### src/sv/nerf_pkg.sv
// ----------------------------------------------------------------------------
// nerf_pkg
// Shared constants and types for the nearest edge radius finder.
// ----------------------------------------------------------------------------
package nerf_pkg;

  localparam int unsigned CfgW        = 13;
  localparam int unsigned SqW         = 23;
  localparam int unsigned RootW       = 12;
  localparam int unsigned RootSteps   = 12;
  localparam int unsigned MaxWidthDef  = 4096;
  localparam int unsigned MaxHeightDef = 4096;

  localparam logic [SqW-1:0]  SqMax       = {SqW{1'b1}};
  localparam logic [CfgW-1:0] WidthReset  = 13'd640;
  localparam logic [CfgW-1:0] HeightReset = 13'd480;

  localparam logic CfgIdxWidth  = 1'b0;
  localparam logic CfgIdxHeight = 1'b1;

  typedef struct packed {
    logic load_x;
    logic load_y;
  } sq_ctrl_t;

endpackage

### src/sv/nearest_edge_radius_finder_top.sv
// ----------------------------------------------------------------------------
// nearest_edge_radius_finder_top
// Nearest edge to the frame center, reported as an integer radius per frame.
// ----------------------------------------------------------------------------
// A pixel that is not an edge needs only its transfer, so plain raster data
// streams at one pixel per clock outside the frame end. An edge pixel takes the
// transfer, then three steps through the single shared squarer (dx squared,
// dy squared, sum and minimum). The last pixel of a frame adds a start step
// and the bit-serial square root before the next pixel transfer; the result
// then sits in an output register until taken, and while an earlier result
// still waits there the frame end holds until it is taken.
module nearest_edge_radius_finder_top #(
  parameter int unsigned MAX_WIDTH  = nerf_pkg::MaxWidthDef,
  parameter int unsigned MAX_HEIGHT = nerf_pkg::MaxHeightDef
) (
  input  logic                       clk_i,
  input  logic                       rst_ni,
  input  logic                       cfg_we_i,
  input  logic                       cfg_addr_i,
  input  logic [nerf_pkg::CfgW-1:0]  cfg_wdata_i,
  input  logic                       in_valid_i,
  output logic                       in_ready_o,
  input  logic                       pixel_on_i,
  output logic                       out_valid_o,
  input  logic                       out_ready_i,
  output logic [nerf_pkg::RootW-1:0] min_radius_o,
  output logic                       edge_found_o
);

  localparam int unsigned ColW = (MAX_WIDTH > 1) ? $clog2(MAX_WIDTH) : 1;
  localparam int unsigned RowW = (MAX_HEIGHT > 1) ? $clog2(MAX_HEIGHT) : 1;
  localparam int unsigned DxW  = (MAX_WIDTH > 1) ? $clog2(MAX_WIDTH / 2 + 1) : 1;
  localparam int unsigned DyW  = (MAX_HEIGHT > 1) ? $clog2(MAX_HEIGHT / 2 + 1) : 1;
  localparam int unsigned OpW  = (DxW > DyW) ? DxW : DyW;

  typedef enum logic [2:0] {
    ST_IDLE,
    ST_MUL_X,
    ST_MUL_Y,
    ST_ACC,
    ST_START,
    ST_ROOT
  } state_e;

  state_e                     state_q;
  logic [nerf_pkg::CfgW-1:0]  cfg_width_q;
  logic [nerf_pkg::CfgW-1:0]  cfg_height_q;
  logic [ColW-1:0]            col_q;
  logic [RowW-1:0]            row_q;
  logic                       prev_q;
  logic                       frame_end_q;
  logic [nerf_pkg::SqW-1:0]   min_q;
  logic [OpW-1:0]             dx_q;
  logic [OpW-1:0]             dy_q;
  logic                       out_valid_q;
  logic [nerf_pkg::RootW-1:0] min_radius_q;
  logic                       edge_found_q;

  logic [31:0] wcfg, hcfg, w32, h32, cx32, cy32, col32, row32;
  logic [31:0] dx32, dy32, limit32, root32;
  logic        right_hit, left_hit, edge_hit, col_last, row_last, accept, found;
  logic        result_load;

  nerf_pkg::sq_ctrl_t         sq_ctrl;
  logic [nerf_pkg::SqW-1:0]   sq;
  logic                       root_busy;
  logic [nerf_pkg::RootW-1:0] root;

  always_comb begin
    wcfg = 32'(cfg_width_q);
    hcfg = 32'(cfg_height_q);
    if (wcfg < 32'd2) begin
      w32 = 32'd2;
    end else if (wcfg > 32'(MAX_WIDTH)) begin
      w32 = 32'(MAX_WIDTH);
    end else begin
      w32 = wcfg;
    end
    if (hcfg < 32'd1) begin
      h32 = 32'd1;
    end else if (hcfg > 32'(MAX_HEIGHT)) begin
      h32 = 32'(MAX_HEIGHT);
    end else begin
      h32 = hcfg;
    end
  end

  assign cx32    = w32 >> 1;
  assign cy32    = h32 >> 1;
  assign col32   = 32'(col_q);
  assign row32   = 32'(row_q);
  assign limit32 = cx32 + 32'd1;

  assign right_hit = (col32 >= cx32 + 32'd1) && (col32 <= w32 - 32'd1) && prev_q && !pixel_on_i;
  assign left_hit  = (col32 >= 32'd1) && (col32 <= cx32) && pixel_on_i && !prev_q;
  assign edge_hit  = right_hit || left_hit;
  assign dx32      = right_hit ? (col32 - 32'd1 - cx32) : (cx32 - col32);
  assign dy32      = (row32 < cy32) ? (cy32 - row32) : (row32 - cy32);
  assign col_last  = col32 >= w32 - 32'd1;
  assign row_last  = row32 >= h32 - 32'd1;

  assign in_ready_o = (state_q == ST_IDLE);
  assign accept     = in_valid_i && in_ready_o;

  assign sq_ctrl.load_x = (state_q == ST_MUL_X);
  assign sq_ctrl.load_y = (state_q == ST_MUL_Y);

  nerf_sq_unit #(
    .OpW (OpW)
  ) u_sq (
    .clk_i  (clk_i),
    .ctrl_i (sq_ctrl),
    .dx_i   (dx_q),
    .dy_i   (dy_q),
    .sq_o   (sq)
  );

  nerf_isqrt u_isqrt (
    .clk_i   (clk_i),
    .rst_ni  (rst_ni),
    .start_i (state_q == ST_START),
    .value_i (min_q),
    .busy_o  (root_busy),
    .root_o  (root)
  );

  assign root32 = 32'(root);
  assign found  = root32 < limit32;

  assign result_load = (state_q == ST_ROOT) && !root_busy && (!out_valid_q || out_ready_i);

  always_ff @(posedge clk_i or negedge rst_ni) begin
    if (!rst_ni) begin
      state_q      <= ST_IDLE;
      cfg_width_q  <= nerf_pkg::WidthReset;
      cfg_height_q <= nerf_pkg::HeightReset;
      col_q        <= '0;
      row_q        <= '0;
      prev_q       <= 1'b0;
      frame_end_q  <= 1'b0;
      min_q        <= nerf_pkg::SqMax;
      dx_q         <= '0;
      dy_q         <= '0;
      out_valid_q  <= 1'b0;
      min_radius_q <= '0;
      edge_found_q <= 1'b0;
    end else begin
      if (cfg_we_i) begin
        case (cfg_addr_i)
          nerf_pkg::CfgIdxWidth:  cfg_width_q  <= cfg_wdata_i;
          nerf_pkg::CfgIdxHeight: cfg_height_q <= cfg_wdata_i;
          default: ;
        endcase
      end
      if (result_load) begin
        out_valid_q <= 1'b1;
      end else if (out_valid_q && out_ready_i) begin
        out_valid_q <= 1'b0;
      end
      case (state_q)
        ST_IDLE: begin
          if (accept) begin
            dx_q        <= dx32[OpW-1:0];
            dy_q        <= dy32[OpW-1:0];
            frame_end_q <= col_last && row_last;
            if (col_last) begin
              col_q  <= '0;
              prev_q <= 1'b0;
              if (row_last) begin
                row_q <= '0;
              end else begin
                row_q <= RowW'(row32 + 32'd1);
              end
            end else begin
              col_q  <= ColW'(col32 + 32'd1);
              prev_q <= pixel_on_i;
            end
            if (edge_hit) begin
              state_q <= ST_MUL_X;
            end else if (col_last && row_last) begin
              state_q <= ST_START;
            end
          end
        end
        ST_MUL_X: state_q <= ST_MUL_Y;
        ST_MUL_Y: state_q <= ST_ACC;
        ST_ACC: begin
          if (sq < min_q) begin
            min_q <= sq;
          end
          state_q <= frame_end_q ? ST_START : ST_IDLE;
        end
        ST_START: begin
          min_q   <= nerf_pkg::SqMax;
          state_q <= ST_ROOT;
        end
        ST_ROOT: begin
          if (result_load) begin
            edge_found_q <= found;
            min_radius_q <= found ? root : limit32[nerf_pkg::RootW-1:0];
            state_q      <= ST_IDLE;
          end
        end
        default: state_q <= ST_IDLE;
      endcase
    end
  end

  assign out_valid_o  = out_valid_q;
  assign min_radius_o = min_radius_q;
  assign edge_found_o = edge_found_q;

  a_ready_not_rooting: assert property (@(posedge clk_i) disable iff (!rst_ni)
    in_ready_o |-> !root_busy)
    else $error("pixel transfer possible while square root runs");

  a_root_from_start: assert property (@(posedge clk_i) disable iff (!rst_ni)
    $rose(root_busy) |-> $past(state_q == ST_START))
    else $error("square root started outside frame end");

  a_min_cleared: assert property (@(posedge clk_i) disable iff (!rst_ni)
    (state_q == ST_START) |=> (min_q == nerf_pkg::SqMax))
    else $error("minimum not cleared at frame end");

endmodule

### src/sv/nerf_sq_unit.sv
// ----------------------------------------------------------------------------
// nerf_sq_unit
// Shared squarer: squares dx, then dy, and presents the saturated sum.
// ----------------------------------------------------------------------------
module nerf_sq_unit #(
  parameter int unsigned OpW = 12
) (
  input  logic                       clk_i,
  input  nerf_pkg::sq_ctrl_t         ctrl_i,
  input  logic [OpW-1:0]             dx_i,
  input  logic [OpW-1:0]             dy_i,
  output logic [nerf_pkg::SqW-1:0]   sq_o
);

  logic [OpW-1:0]   operand;
  logic [2*OpW-1:0] product;
  logic [2*OpW-1:0] prod_q;
  logic [2*OpW-1:0] acc_q;
  logic [2*OpW:0]   sum;
  logic [63:0]      sum64;

  assign operand = ctrl_i.load_y ? dy_i : dx_i;
  assign product = operand * operand;

  always_ff @(posedge clk_i) begin
    if (ctrl_i.load_x || ctrl_i.load_y) begin
      prod_q <= product;
    end
    if (ctrl_i.load_y) begin
      acc_q <= prod_q;
    end
  end

  assign sum   = {1'b0, acc_q} + {1'b0, prod_q};
  assign sum64 = 64'(sum);
  assign sq_o  = (sum64 > 64'(nerf_pkg::SqMax)) ? nerf_pkg::SqMax : sum64[nerf_pkg::SqW-1:0];

endmodule

### src/sv/nerf_isqrt.sv
// ----------------------------------------------------------------------------
// nerf_isqrt
// Iterative integer square root, one result bit per cycle.
// ----------------------------------------------------------------------------
module nerf_isqrt (
  input  logic                       clk_i,
  input  logic                       rst_ni,
  input  logic                       start_i,
  input  logic [nerf_pkg::SqW-1:0]   value_i,
  output logic                       busy_o,
  output logic [nerf_pkg::RootW-1:0] root_o
);

  localparam int unsigned StepW = $clog2(nerf_pkg::RootSteps);

  logic                      busy_q;
  logic [StepW-1:0]          step_q;
  logic [nerf_pkg::SqW-1:0]  rem_q;
  logic [nerf_pkg::SqW:0]    res_q;
  logic [nerf_pkg::SqW:0]    bit_val;
  logic [nerf_pkg::SqW:0]    trial;
  logic                      take;

  assign bit_val = (nerf_pkg::SqW+1)'(1) << {step_q, 1'b0};
  assign trial   = res_q + bit_val;
  assign take    = {1'b0, rem_q} >= trial;

  always_ff @(posedge clk_i or negedge rst_ni) begin
    if (!rst_ni) begin
      busy_q <= 1'b0;
      step_q <= '0;
      rem_q  <= '0;
      res_q  <= '0;
    end else if (start_i) begin
      busy_q <= 1'b1;
      step_q <= StepW'(nerf_pkg::RootSteps - 1);
      rem_q  <= value_i;
      res_q  <= '0;
    end else if (busy_q) begin
      if (take) begin
        rem_q <= rem_q - trial[nerf_pkg::SqW-1:0];
        res_q <= (res_q >> 1) + bit_val;
      end else begin
        res_q <= res_q >> 1;
      end
      if (step_q == '0) begin
        busy_q <= 1'b0;
      end else begin
        step_q <= step_q - 1'b1;
      end
    end
  end

  assign busy_o = busy_q;
  assign root_o = res_q[nerf_pkg::RootW-1:0];

endmodule
### config.mk
export PLATFORM = sky130hd
export DESIGN_NAME = nearest_edge_radius_finder_top
export DESIGN_NICKNAME = d
export VERILOG_FILES = /design/src/sv/nerf_pkg.sv /design/src/sv/nearest_edge_radius_finder_top.sv /design/src/sv/nerf_sq_unit.sv /design/src/sv/nerf_isqrt.sv
export SDC_FILE = /design/constraint.sdc
export NUM_CORES = 1
export LEC_CHECK = 0
export BUFFER_PORTS_ARGS = -buffer_cell sky130_fd_sc_hd__buf_2
export CAP_MARGIN = 15
export CORE_MARGIN = 1
export CORE_UTILIZATION = 48
export CTS_CLUSTER_SIZE = 25
export DETAILED_ROUTE_END_ITERATION = 7
export SLEW_MARGIN = 10
export SYNTH_ARGS = -nofsm -noshare
export SYNTH_HDL_FRONTEND = slang
export SYNTH_HIERARCHICAL = 1
export SYNTH_SLANG_ARGS = --single-unit
### constraint.sdc
create_clock -name clk_i -period 11.55 [get_ports clk_i]
set_input_delay 0.5775 -clock clk_i [delete_from_list [all_inputs] [get_ports clk_i]]
set_output_delay 0.5775 -clock clk_i [all_outputs]
set_load 0.05 [all_outputs]
==> reports/results.ini <==
[floorplan]
io_pins = 35
rows = 77
core_mm2 = 0.04412
start_util_pct = 48.53
die_h_um = 213.2
die_w_um = 213.2
dieArea_mm2 = 0.04546

[clock_network]
cts.sinks = 214
post-cts-setup-buffer-count = 0
clockBufferDepth = 3
numCtsBuffers = 27
cts_tree = built
clkTransAtPathRegs_ns = 0.06
cts.htree.levels = 1
hold_buffers = 0
clockRootBuffer = clkbuf_16
cts_resized = 0
clock_latency_ns = 0.56

[setup_path]
startpoint_type = flop
worst_ep_arrival_time_ns = 7.20
cp_slowest_cell = mux2i_1
cp_max_fo = 40
crit_required_ns = 11.83
r2r_start = state_q[0]$_DFFE_PN0P_
cpMostUsedCell = inv_1
end_kind = flop
slowest_delay_ns = 0.72
startpoint = state_q[0]$_DFFE_PN0P_
crit_chain = nor3b_2 > buf_4 > mux2i_1 > inv_1 > nand2_1 > inv_1 > fa_1 > fa_1 > inv_1 > fa_1 > inv_1 > fa_1 > inv_1 > fa_1 > inv_1 > ha_1 > nor3_1 > nor2_1 > a41oi_1 > o21a_1 > nor4b_1 > nand4b_1
crit_type = reg2reg

[grt]
grt_max_degree = 102
grt_pass1_vias = 17100
grt_pass1_wl_um = 87180
grt_util_met3_pct = 2.294
grt_use_total_pct = 23.64
use_met1_pct = 31.20
antenna_found_initial = 1
top_usage_layer = met2
met2_usage_pct = 41.58
overflow = 0

[synth]
netlist_area_mm2 = 0.02141
synth-seq-cells = 214
synth_top_area_share_pct = 16.24
yosys.cell_count.top_type = inv_1
synth_edf_count = 46
synthArstFlopShare_pct = 78.50
syn_nets = 2755
yosysUniqueCellTypes = 111
ys_top_cells_by_count = 263 x inv_1, 253 x ha_1, 208 x nand2_1
ys_seq_area_share_pct = 26.25
syn_inst = 2396
ys.flop_type = dfrtp_1
yosysWarnings = 6
synthTopCellsByArea = dfrtp_1 16%, ha_1 15%, fa_1 8.0%
avgSynthCellArea_um2 = 8.937
yosysTopAreaCell = dfrtp_1

[detailed_routing]
post_drt_wl_per_cell_um = 17.25
drc = 0
vias = 17000
dr.pass1.iters = 5
ant_nets = 0
routed_via_density = 5.672
wl_um = 51700
drt_iter0_markers = 916

[place]
gp_congestion = 0.8824
io_buffers = 34
hpwl_um = 40080

[sta]
worst_slew_pin_slew_ns = 0.9421
setup_viol = 0
drv_slew = 0
setup_tns_ns = 0
finalClockSkew_ns = 0.02383
fin_crit_sh_pct = 59.86
timing_hold_violations_final = 0
fmax_ghz = 0.1446
period_needed_ns = 6.914
rsz0062_at_grt = false
max_slew_margin_pct = 35.39

[finish]
drive_gt1_share_pct = 9.151
areaGrowthSynthToFinish_pct = 6.731
final_nets = 2742

[run_status]
outcome = completed

[job]
cap_viol_max_count = 0

[worst_hold_path]
worstHoldPathType = in2async

-- area by class of cell --
type	count	area (um2)
inverters	266	999.7
clock inverters	17	133.9
well taps	592	740.7
flip-flops and latches	214	5622
clock buffers	33	708.2
multi-input cells	1827	14370
fillers	4183	21270
repair buffers	47	274.0
diodes	1	2.502
-- registers in the layout, summed over array words and instances (netlist names) --
register / count
cfg_width_q: 13
min_q: 23
col_q: 12
prev_q: 1
cfg_height_q: 13
dx_q: 12
min_radius_o: 12
u_isqrt/res_q: 24
out_valid_o: 1
u_isqrt/rem_q: 23
u_sq/prod_q: 23
u_sq/acc_q: 23
state_q: 3
u_isqrt/busy_o: 1
u_isqrt/step_q: 4
edge_found_o: 1
frame_end_q: 1
dy_q: 12
row_q: 12
-- placed cells by master, fill, tap and decap left out, types with 56 or more instances in the layout --
| cell type | instances |
|---|---|
| xnor2_1 | 84 |
| o211ai_1 | 64 |
| ha_1 | 253 |
| inv_1 | 262 |
| nor3_1 | 56 |
| o21ai_0 | 121 |
| nor2_1 | 167 |
| a21o_1 | 56 |
| a21oi_1 | 111 |
| nand2_1 | 208 |
| dfrtp_1 | 139 |
| fa_1 | 86 |
-- path summary, 6_finish.rpt --
path	end	cells past startpoint	slack, ns
max in group asynchronous	dy_q[3]$_DFFE_PN0P_	2	9.92
worst min-delay path	u_isqrt/res_q[21]$_DFFE_PN0P_	1	0.14
worst max-delay path	u_sq/prod_q[22]$_DFFE_PP_	22	4.64
worst min register to register	u_sq/acc_q[9]$_DFFE_PP_	0	0.46
worst max register to register	u_sq/prod_q[22]$_DFFE_PP_	22	4.64
min in group clk_i	cfg_height_q[0]$_DFFE_PN0P_	2	0.26
-- cells by family after synthesis --
family | after synthesis | synth area share (%)
AND/OR/NAND/NOR | 685 | 15.84
flip-flops | 214 | 26.25
AO/OA/AOI/OAI | 589 | 18.91
buffers and inverters | 355 | 6.685
XOR/XNOR | 130 | 5.317
multiplexers | 83 | 4.125
adder cells (fa/ha/maj) | 340 | 22.87
-- worst max-delay path, delay by kind of cell, from the launching register on --
kind,cells,cell delay (ns)
fa+ha+maj,6,2.87
buf+inv,7,1.00
simple gates,6,0.87
mux,1,0.72
compound gates,2,0.70
flops,1,0.45
-- routing by layer --
metal  share of wire [%]  up-vias
met1                  46     8242
met2                  49      266
met3                 3.3       62
met4                 1.8        0
li1                    -     8429
met5                   0        -
-- per-stage QoR --
stage / worst slack [ns] / hold slack (ns) / area, um2 / util (%) / instances
CTS: 4.642 / 0.1687 / 22850 / 51.78 / 2996
detailed placement: 4.675 / 0.4491 / 22010 / 49.88 / 2946
floorplan: 3.517 / 0.2819 / 21410 / - / 2396
finish: 4.636 / 0.1416 / 22850 / 51.79 / 2997
global route: 4.114 / 0.2165 / 22850 / 51.79 / 2996
global placement: 4.830 / 0.4537 / 22010 / 49.88 / 2946
Power is not shown: default switching activity piles up to over one toggle a cycle in this logic, so the estimate is an artifact.
